===== src/rtl/core/first_fit_free_list_allocator_core_assert.svh =====
// ----------------------------------------------------------------------------
// Assertion macros for the first-fit free-list allocator core.
// Each macro expects signals named clk and rst in the including scope.
// ----------------------------------------------------------------------------
`ifndef FIRST_FIT_FREE_LIST_ALLOCATOR_CORE_ASSERT_SVH
`define FIRST_FIT_FREE_LIST_ALLOCATOR_CORE_ASSERT_SVH

// Consequent must hold in the same cycle as the antecedent.
`define FFA_ASSERT_NOW(label, ante, cons, msg) \
  label: assert property (@(posedge clk) disable iff (rst) (ante) |-> (cons)) \
    else $error(msg);

// Consequent must hold in the cycle after the antecedent.
`define FFA_ASSERT_NEXT(label, ante, cons, msg) \
  label: assert property (@(posedge clk) disable iff (rst) (ante) |=> (cons)) \
    else $error(msg);

`endif


===== src/rtl/core/ffa_pkg.sv =====
// ----------------------------------------------------------------------------
// ffa_pkg
// Shared constants, codes and controller/datapath interface types.
// ----------------------------------------------------------------------------
`default_nettype none

package ffa_pkg;

  // Default memory depth in words and reset value of the heap length register.
  localparam int MEM_WORDS_DEF = 4096;
  localparam logic [15:0] HEAP_WORDS_RST = 16'd4096;

  // Link value that ends the free list.
  localparam logic [15:0] END_LINK = 16'hFFFF;

  // Request kinds.
  localparam logic [1:0] KIND_FORMAT = 2'd0;
  localparam logic [1:0] KIND_ALLOC  = 2'd1;
  localparam logic [1:0] KIND_FREE   = 2'd2;

  // Result status codes.
  localparam logic [1:0] ST_OK     = 2'd0;
  localparam logic [1:0] ST_NOMEM  = 2'd1;
  localparam logic [1:0] ST_REJECT = 2'd2;

  // Memory write selection.
  typedef enum logic [2:0] {
    WR_NONE   = 3'd0,
    WR_FMT0   = 3'd1,
    WR_FMT1   = 3'd2,
    WR_FREE0  = 3'd3,
    WR_FREE1  = 3'd4,
    WR_SHRINK = 3'd5,
    WR_UNLINK = 3'd6
  } wr_sel_t;

  // Free list head update selection.
  typedef enum logic [2:0] {
    HD_KEEP  = 3'd0,
    HD_FMT   = 3'd1,
    HD_EMPTY = 3'd2,
    HD_FREE  = 3'd3,
    HD_NEXT  = 3'd4
  } head_sel_t;

  // Granted address selection.
  typedef enum logic [1:0] {
    GR_ZERO = 2'd0,
    GR_TAIL = 2'd1,
    GR_CUR  = 2'd2
  } grant_sel_t;

  // Commands from the controller to the datapath.
  typedef struct packed {
    logic       latch;
    logic       init_walk;
    logic       rd_cur;
    logic       rd_link;
    logic       step;
    logic       count;
    logic       capture;
    logic       res_load;
    wr_sel_t    wr_sel;
    head_sel_t  head_sel;
    grant_sel_t grant_sel;
    logic [1:0] res_status;
  } cmd_t;

  // Status from the datapath to the controller.
  typedef struct packed {
    logic [1:0] kind;
    logic       words_zero;
    logic       fmt_ok;
    logic       free_ok;
    logic       walk_go;
    logic       fit_split;
    logic       fit_whole;
    logic       prev_valid;
  } stat_t;

endpackage

`default_nettype wire


===== src/rtl/core/ffa_ctrl.sv =====
// ----------------------------------------------------------------------------
// ffa_ctrl
// Controller state machine: sequences format, free and the first-fit walk,
// and owns the request and result handshakes.
// ----------------------------------------------------------------------------
`default_nettype none

module ffa_ctrl (
  input  wire logic          clk,
  input  wire logic          rst,
  input  wire logic          req_valid,
  output logic               req_stall,
  output logic               rsp_valid,
  input  wire logic          rsp_stall,
  input  wire ffa_pkg::stat_t stat,
  output ffa_pkg::cmd_t      cmd
);

  typedef enum logic [8:0] {
    S_IDLE   = 9'b000000001,
    S_DECODE = 9'b000000010,
    S_FMT1   = 9'b000000100,
    S_FREE1  = 9'b000001000,
    S_WALK   = 9'b000010000,
    S_SIZE   = 9'b000100000,
    S_FIT    = 9'b001000000,
    S_LINK   = 9'b010000000,
    S_RESULT = 9'b100000000
  } state_t;

  state_t state;
  state_t state_next;
  logic   out_free;

  // The result register can take a new value when empty or being drained.
  assign out_free  = !rsp_valid || !rsp_stall;
  assign req_stall = (state != S_IDLE);

  // Next state and command decode.
  always_comb begin
    state_next    = state;
    cmd           = '0;
    cmd.wr_sel    = ffa_pkg::WR_NONE;
    cmd.head_sel  = ffa_pkg::HD_KEEP;
    cmd.grant_sel = ffa_pkg::GR_ZERO;
    cmd.res_status = ffa_pkg::ST_REJECT;
    unique case (state)
      S_IDLE: begin
        if (req_valid) begin
          cmd.latch  = 1'b1;
          state_next = S_DECODE;
        end
      end
      S_DECODE: begin
        unique case (stat.kind)
          ffa_pkg::KIND_FORMAT: begin
            if (stat.fmt_ok) begin
              cmd.wr_sel = ffa_pkg::WR_FMT0;
              state_next = S_FMT1;
            end else begin
              cmd.head_sel = ffa_pkg::HD_EMPTY;
              cmd.capture  = 1'b1;
              state_next   = S_RESULT;
            end
          end
          ffa_pkg::KIND_ALLOC: begin
            if (stat.words_zero) begin
              cmd.capture = 1'b1;
              state_next  = S_RESULT;
            end else begin
              cmd.init_walk = 1'b1;
              state_next    = S_WALK;
            end
          end
          ffa_pkg::KIND_FREE: begin
            if (stat.free_ok) begin
              cmd.wr_sel = ffa_pkg::WR_FREE0;
              state_next = S_FREE1;
            end else begin
              cmd.capture = 1'b1;
              state_next  = S_RESULT;
            end
          end
          default: begin
            // Unknown kind is rejected without touching the heap.
            cmd.capture = 1'b1;
            state_next  = S_RESULT;
          end
        endcase
      end
      S_FMT1: begin
        cmd.wr_sel     = ffa_pkg::WR_FMT1;
        cmd.head_sel   = ffa_pkg::HD_FMT;
        cmd.capture    = 1'b1;
        cmd.res_status = ffa_pkg::ST_OK;
        state_next     = S_RESULT;
      end
      S_FREE1: begin
        cmd.wr_sel     = ffa_pkg::WR_FREE1;
        cmd.head_sel   = ffa_pkg::HD_FREE;
        cmd.capture    = 1'b1;
        cmd.res_status = ffa_pkg::ST_OK;
        state_next     = S_RESULT;
      end
      S_WALK: begin
        if (stat.walk_go) begin
          cmd.rd_cur = 1'b1;
          state_next = S_SIZE;
        end else begin
          cmd.capture    = 1'b1;
          cmd.res_status = ffa_pkg::ST_NOMEM;
          state_next     = S_RESULT;
        end
      end
      S_SIZE: begin
        cmd.count = 1'b1;
        if (stat.fit_split) begin
          cmd.wr_sel     = ffa_pkg::WR_SHRINK;
          cmd.capture    = 1'b1;
          cmd.grant_sel  = ffa_pkg::GR_TAIL;
          cmd.res_status = ffa_pkg::ST_OK;
          state_next     = S_RESULT;
        end else begin
          cmd.rd_link = 1'b1;
          state_next  = stat.fit_whole ? S_FIT : S_LINK;
        end
      end
      S_FIT: begin
        // Unlink the whole block from its predecessor or from the head.
        if (stat.prev_valid) begin
          cmd.wr_sel = ffa_pkg::WR_UNLINK;
        end else begin
          cmd.head_sel = ffa_pkg::HD_NEXT;
        end
        cmd.capture    = 1'b1;
        cmd.grant_sel  = ffa_pkg::GR_CUR;
        cmd.res_status = ffa_pkg::ST_OK;
        state_next     = S_RESULT;
      end
      S_LINK: begin
        cmd.step   = 1'b1;
        state_next = S_WALK;
      end
      S_RESULT: begin
        if (out_free) begin
          cmd.res_load = 1'b1;
          state_next   = S_IDLE;
        end
      end
      default: begin
        state_next = S_IDLE;
      end
    endcase
  end

  // State register.
  always_ff @(posedge clk) begin
    if (rst) begin
      state <= S_IDLE;
    end else begin
      state <= state_next;
    end
  end

  // Result valid flag.
  always_ff @(posedge clk) begin
    if (rst) begin
      rsp_valid <= 1'b0;
    end else if (cmd.res_load) begin
      rsp_valid <= 1'b1;
    end else if (!rsp_stall) begin
      rsp_valid <= 1'b0;
    end
  end

endmodule

`default_nettype wire


===== config.mk =====
export PLATFORM = sky130hd
export DESIGN_NAME = ffa_ctrl
export DESIGN_NICKNAME = d
export VERILOG_FILES = /design/src/rtl/core/first_fit_free_list_allocator_core_assert.svh /design/src/rtl/core/ffa_pkg.sv /design/src/rtl/core/ffa_ctrl.sv
export SDC_FILE = /design/constraint.sdc
export NUM_CORES = 1
export LEC_CHECK = 0
export BUFFER_PORTS_ARGS = -buffer_cell sky130_fd_sc_hd__buf_2
export CORE_AREA = 10 10 52 54
export CTS_CLUSTER_SIZE = 24
export DETAILED_ROUTE_END_ITERATION = 7
export DIE_AREA = 0 0 62 64
export GPL_TIMING_DRIVEN = 0
export PLACE_DENSITY = 0.78
export SYNTH_ARGS = -nofsm -noshare
export SYNTH_HDL_FRONTEND = slang
export SYNTH_SLANG_ARGS = --single-unit
export TNS_END_PERCENT = 30

===== constraint.sdc =====
create_clock -name clk -period 2.1 [get_ports clk]
set_input_delay 0.21 -clock clk [delete_from_list [all_inputs] [get_ports clk]]
set_output_delay 0.21 -clock clk [all_outputs]
set_load 0.02 [all_outputs]

# ---- After elaboration in Yosys (flattened, before gate mapping)
# Index checks and enable logic that the tools add are counted.
dict set report word_totals {
  output_inout_bits 20
  in_bits 13
  reg_bits 10
}
dict set report classes {
  n_mux 46
  reduce_logical 6
  n_eq_ne 15
}
# cell count
set op_table {}
lappend op_table {{$mux 9} 7}
lappend op_table {{$pmux 9 s7} 1}
lappend op_table {{$pmux 9 s3} 1}
lappend op_table {{$mux 1} 21}
lappend op_table {{$mux 3} 5}
lappend op_table {{$pmux 3 s5} 1}
lappend op_table {{$pmux 3 s4} 1}
lappend op_table {{$eq 9x1->1 const B} 1}
lappend op_table {{$eq 9x2->1 const B} 1}
lappend op_table {{$eq 9x3->1 const B} 1}
lappend op_table {{$eq 9x4->1 const B} 1}
lappend op_table {{$eq 9x5->1 const B} 1}
lappend op_table {{$eq 9x6->1 const B} 1}
lappend op_table {{$eq 9x7->1 const B} 1}
lappend op_table {{$eq 9x8->1 const B} 1}
lappend op_table {{$eq 9x9->1 const B} 1}
lappend op_table {{$ne 9x1->1 const B} 1}
lappend op_table {{$mux 8} 1}
lappend op_table {{$pmux 2 s2} 2}
lappend op_table {{$mux 2} 3}
lappend op_table {{$pmux 2 s3} 1}
lappend op_table {{$ne 2x2->1 const B} 2}
lappend op_table {{$pmux 1 s4} 1}
lappend op_table {{$pmux 1 s3} 1}
lappend op_table {{8 further kinds} 9}

# ---- Longest topological paths before layout
# Gate-level depths: netlist (run 1).
dict set report logic_depth {
  depth_word 5
  ltp_mapped 7
}

# ---- Worst setup path after synthesis (run 1)
# OpenSTA, ideal clock, no wires.
dict set report synth_path {
  path_type {register to output}
  startpoint {reg state[1]}
  endpoint {out cmd[7] in the netlist's numbering}
  slack_ps 104
  n_path_buf 1
  required_ps 1890
  arrival_time_ps 1786
  path_stages_with_launch 8
  cell_sequence {dfxtp_1 -> buf_6 -> or4_4 -> nor3_2 -> nand3_1 -> inv_1 -> nand2_1 -> o21ai_0}
}
# item line_no
set synth_lines {}
lappend synth_lines {{start: declaration} ffa_ctrl.sv:31} ;# state_t state;
lappend synth_lines {{start signal: assignment} ffa_ctrl.sv:161} ;# state <= state_next;
lappend synth_lines {{end: declaration} ffa_ctrl.sv:16} ;# output ffa_pkg::cmd_t cmd

==> flow_summary.json, run 1 <==
{
  "run_status": "finished with violations",
  "violations": "negative setup slack",
  "layout_min_cycle_time_ps": 2180,
  "wl_met2_mm": 1.25,
  "skew_ps": 0.255,
  "initial_core_util_pct": 42.9,
  "worst_setup_path_start_kind": "register",
  "worstPathRequired_ps": 1890,
  "clockBufferDepth": 2,
  "relSlewSlack_pct": 75.2,
  "cts_tree": "done",
  "final_common_cell": "buf_2",
  "p_per_area_mw_per_mm2": 402,
  "core_sq_mm": 0.00171,
  "cts_hold_buf": 0,
  "rows": 15,
  "drtAntennaViolNets": 0,
  "max_freq_ghz": 0.458,
  "min_period_over_period_pct": 104,
  "diodes": 0,
  "arrival_ps": 1970,
  "muxShareOfSynthArea_pct": 1.37,
  "ir_drop_mv": 0.365,
  "grt-ovfl-total": 0,
  "numCtsBuffers": 3,
  "hp-class": "in2reg",
  "synth_xor_area_share_pct": 3.58,
  "end_kind": "output port",
  "worstMarginPinSlew_ps": 368,
  "synthAdderAreaFrac_pct": 0,
  "synth_edf_count": 0,
  "die_h_um": 64,
  "grt_pass1_vias": 843,
  "wl_mm": 2.55,
  "report.final.hold_viol_count": 0,
  "hold_path_depth": 2,
  "p_total_mw": 0.454,
  "grt_pass1_wl_mm": 3.81,
  "synth-seq-area-share_pct": 27.3,
  "synth-compound-area-share_pct": 13.1,
  "wl_met3_um": 260,
  "leakagePower_nw": 0.562,
  "fin_area_sq_mm": 0.00113,
  "final_util_pct": 66.0,
  "critPathMaxFanout": 3,
  "drtIter0Drc": 21,
  "postPlaceCellArea_sq_um": 925,
  "num_vias": 888,
  "final_cell_mix": "25 x buf_2, 13 x buf_4, 8 x nand2_1, 7 x nor2_1",
  "ys_dominant_reg_cell": "dfxtp_1",
  "yosys.area_share.simple_pct": 48.8,
  "setup_viol": 5,
  "reg2reg_from": "state[0]",
  "worstSetupStartpoint": "state[0]",
  "synth_top_family_by_area": "simple AND/OR/NAND/NOR gates",
  "htree_levels": 1,
  "synth-async-reset-ratio_pct": 0,
  "met1Wirelength_um": 959,
  "crit_path_end": "cmd[11]",
  "synth_warnings": 0,
  "rr_worst_depth": 6,
  "clkLatencyLatePin_ps": 270,
  "cts-root-buf": "clkbuf_4",
  "syn_avg_cell_area_sq_um": 7.80,
  "io_pins": 33,
  "antenna_found_initial": 0,
  "nets": 151,
  "die_area_sq_mm": 0.00397,
  "fill_cells": 154,
  "grt_use_total_pct": 12.3,
  "cts.clk_slew.worst_paths_ps": 60,
  "synthCells": 94,
  "synthesis.nets": 107,
  "syn2layout_area_growth_pct": 53.8,
  "drc_errors": 0,
  "dr.pass1.iters": 4,
  "rsz0062_at_grt": "yes",
  "maxSlewViolCount": 0,
  "setup_ws_ps": -81.7,
  "top_layer": "met4",
  "drive_above_1_share_pct": 54.4,
  "grt_max_degree": 10,
  "yosysUniqueCellTypes": 39,
  "die_x_um": 62,
  "yosys_register_bits": 10,
  "path_class": "reg2out",
  "netlist_area_sq_um": 733,
  "post-dp-hpwl_mm": 1.79,
  "cts_sinks": 10,
  "regToRegSetupSlack_ps": 320,
  "regToRegEndpoint": "state[6]",
  "gp_congestion": 0.809,
  "routed_via_density": 5.52,
  "portBuffers": 32,
  "maxCapViolations": 0,
  "wl_per_cell_um": 15.8
}
report_power, final:
group          internal [mW]  leakage (nW)  switching (mW)
clock                 0.0663        0.0138          0.0657
combinational         0.0560         0.463          0.0677
sequential             0.193        0.0849         0.00481
total                  0.316         0.562           0.138
worst max-delay path, cell delays in order (launching register included):
cell	delay, ps
dfxtp_4	340
or4_4	580
nor3_4	170
buf_4	150
o21ai_2	60
o21ai_2	180
nand2_1	90
buf_6	130
registers in the layout, indices dropped and copies added (netlist names):
signal / cells
rsp_valid: 1
state: 9
synthesized netlist by cell type (all sizes together) (3+ instances only):
cell type	count	area, sq um
nor4	6	52.6
nor2	8	30.0
nor2b	3	18.8
dfxtp	10	200
inv	5	18.8
a21oi	3	15.0
nand2	9	33.8
nor3	6	35.0
nand3	4	20.0
o21ai	6	33.8
nand3b	4	33.8
area by class of cell:
type	count	area [sq um]	area share [%]
Clock buffer	3	22.5	2.00
Inverter	5	18.8	1.66
Multi-Input combinational cell	75	557	49.4
Sequential cell	10	219	19.4
Tap cell	25	31.3	2.77
Timing Repair Buffer	43	279	24.8
through the flow:
step,worst slack [ps],hold slack (ps),cells,setup TNS (ps)
floorplan,104,279,94,0
global placement,100,388,151,0
detailed placement,72.1,389,151,0
CTS,-99.6,98.1,157,-358
global route,-146,103,161,-830
finish,-81.7,99.0,161,-185
cells by family (layout without fill, tap and decap cells):
kind of cell              after synthesis  after routing
and+or+nand+nor                        57             57
muxes                                   1              1
xor gates and xnor gates                3              3
AOI/OAI and AO/OA                      14             14
buffers and inverters                   9             51
DFF                                    10             10
per-layer routing:
layer  GRT usage (%)  up-vias
met2            20.9       44
met1            12.7      413
met5               0        -
met3            7.31        9
li1                -      422
met4            1.68        0
worst min path at each step:
stage,start,to,slack (ps)
2_1_floorplan,rst,rsp_valid,280
3_3_place_gp,stat[1],state[7],390
3_5_place_dp,stat[1],state[7],390
4_1_cts,stat[1],state[7],100
5_1_grt,stat[1],state[7],100
6_report,stat[1],state[7],100
timing repair:
| item | 4_1_cts | 5_1_grt |
|---|---|---|
| pin swaps | 6 | 7 |
| setup endpoints to repair | 9 | 10 |
| cloned | 0 | 0 |
| resized for setup | 26 | 13 |
| buffers inserted | 5 | 6 |
(Power assumes the default switching activity.)
==> run 2, diff against run 1 <==
--- a/config.mk
+++ b/config.mk
@@ -5,13 +5,14 @@
 export SDC_FILE = /design/constraint.sdc
 export NUM_CORES = 1
 export LEC_CHECK = 0
+export ABC_AREA = 1
 export BUFFER_PORTS_ARGS = -buffer_cell sky130_fd_sc_hd__buf_2
 export CORE_AREA = 10 10 52 54
 export CTS_CLUSTER_SIZE = 24
 export DETAILED_ROUTE_END_ITERATION = 7
 export DIE_AREA = 0 0 62 64
 export GPL_TIMING_DRIVEN = 0
-export PLACE_DENSITY = 0.78
+export PLACE_DENSITY = 0.8
 export SYNTH_ARGS = -nofsm -noshare
 export SYNTH_HDL_FRONTEND = slang
 export SYNTH_SLANG_ARGS = --single-unit
==> run 2 against run 1 <==
The run now ends clean. Critical endpoint is now cmd[7]. Worst hold slack better by 40 ps. Critical path type unchanged. Area after synthesis is 3.6% higher. Final cell count rose by 20%. Combinational power fell by 23%.
==> flow_summary.json, run 2 <==
{
  "worstMarginPinSlew_ps": 421,
  "cts.clk_slew.worst_paths_ps": 60,
  "worst_setup_path_start_kind": "register",
  "synth-seq-area-share_pct": 26.4,
  "use_met1_pct": 14.9,
  "layout_min_cycle_time_ps": 1940,
  "htree_levels": 1,
  "diodes": 0,
  "p_per_area_mw_per_mm2": 434,
  "arrival_ps": 1730,
  "gr-usage-met3_pct": 2.96,
  "grt_max_degree": 10,
  "num_vias": 932,
  "grt_busiest_layer": "met2",
  "synthCells": 134,
  "synth_most_common_cell": "nand2_1",
  "yosys_register_bits": 10,
  "hp-class": "in2reg",
  "post_cts_buffers": 0,
  "syn2layout_area_growth_pct": 27.8,
  "end_kind": "output port",
  "grt-ovfl-total": 0,
  "grt_use_total_pct": 12.8,
  "routed_via_density": 4.83,
  "max_freq_ghz": 0.515,
  "die_h_um": 64,
  "cts_sinks": 10,
  "drive_above_1_share_pct": 31.0,
  "critPathMaxFanout": 5,
  "fin_area_sq_um": 971,
  "ir_drop_mv": 0.269,
  "leakagePower_nw": 0.618,
  "die_x_um": 62,
  "yosysTopAreaCellShare_pct": 26.4,
  "min_period_over_period_pct": 92.5,
  "clockBufferDepth": 2,
  "dr.pass1.iters": 4,
  "io_pins": 33,
  "regMostFlops": "state",
  "grt_pass1_wl_mm": 4.00,
  "numCtsBuffers": 3,
  "grtUsageMet2_pct": 20.1,
  "syn_avg_cell_area_sq_um": 5.67,
  "setup_viol": 0,
  "drc_errors": 0,
  "antenna_found_initial": 0,
  "synthTopCellsByCount": "29 x nand2_1, 22 x inv_1, 20 x nor2_1",
  "dp_slack_ps": 434,
  "largest_reg_flops": 9,
  "portBuffers": 31,
  "rsz0062_at_grt": "no",
  "die_area_sq_mm": 0.00397,
  "initial_core_util_pct": 44.5,
  "ys_dominant_reg_cell": "dfxtp_1",
  "maxCapViolations": 0,
  "synthTopCellsByArea": "dfxtp_1 26%, nand2_1 14%, inv_1 11%",
  "path_class": "reg2out",
  "post-dp-hpwl_mm": 2.01,
  "synth_warnings": 0,
  "nets": 183,
  "maxSlewViolCount": 0,
  "wl_mm": 2.30,
  "reg_top3": "state: 9 flops, rsp_valid: 1 flops",
  "finalSetupTns_ps": 0,
  "cts_tree": "done",
  "drtAntennaViolNets": 0,
  "grt_pass1_vias": 979,
  "final_common_cell": "buf_2",
  "stdcell_count": 193,
  "skew_ps": 5.57,
  "p_total_mw": 0.421,
  "dpl.cell_count": 190,
  "drtIter0Drc": 24,
  "wl_per_cell_um": 11.9,
  "final_cell_mix": "31 x buf_2, 29 x nand2_1, 22 x inv_1, 19 x nor2_1, 14 x nand3_1",
  "core_sq_mm": 0.00171,
  "cts-root-buf": "clkbuf_4",
  "postPlaceCellArea_sq_um": 946,
  "report.final.hold_viol_count": 0,
  "rows": 15,
  "yosysUniqueCellTypes": 19,
  "synthesis.nets": 147,
  "relSlewSlack_pct": 71.9,
  "synth-async-reset-ratio_pct": 0,
  "run_status": "completed",
  "gp_congestion": 0.898,
  "yosys.area.top_type": "dfxtp_1",
  "setup_ws_ps": 158,
  "netlist_area_sq_um": 759,
  "synth_edf_count": 0,
  "clkLatencyLatePin_ps": 260,
  "worstPathRequired_ps": 1890
}
## run 2: cell families (layout without fill, tap and decap cells)
family,after synthesis,after routing,share of synthesized area (%)
simple gates,89,89,55.7
buf+inv,31,65,15.3
flops,10,10,26.4
compound gates,4,4,2.63
## run 2: cell type report
cell class	instances	area (sq um)
buffer	1	3.75
tap	25	31.3
clock buffer	3	22.5
multi-input combinational	93	445
sequential	10	200
fill	173	737
inverter	30	113
timing repair buffer	31	155
## run 2: timing repair
item / in CTS / in global routing
gates resized for setup: 0 / 1
setup endpoints to repair: 0 / 2
hold buffers: 0 / 0
## run 2: final timing paths
kind	start	end	slack, ps	cells past startpoint
max	state[2]	cmd[7]	160	8
min	stat[1]	state[7]	140	2
max reg2reg	state[4]	state[0]	640	7
min reg2reg	rsp_valid	rsp_valid	480	2
## run 2: layer usage
metal	vias to the layer above	share of wire, %
met1	397	43
met2	42	47
li1	488	-
met3	5	8.0
met4	0	2.4
met5	-	0
## run 2: power breakdown
group	internal [mW]	switching, mW	total (mW)
clock	0.0660	0.0615	0.128
sequential	0.194	0.00445	0.199
combinational	0.0318	0.0631	0.0949
## run 2: critical path, cell delays in order (launching register included)
cell     delay (ps)
dfxtp_1         350
inv_1            80
nand2_1          60
nor2_1          270
nand2_1         150
inv_1           110
nand4_1         160
nand3_1         110
buf_2           170
## run 2: metrics by stage
step / util [%] / hold WS [ps]
after floorplan: - / 287
after global placement: 55.4 / 402
after detailed placement: 55.4 / 413
after CTS: 56.7 / 132
after global routing: 56.8 / 136
final: 56.8 / 139
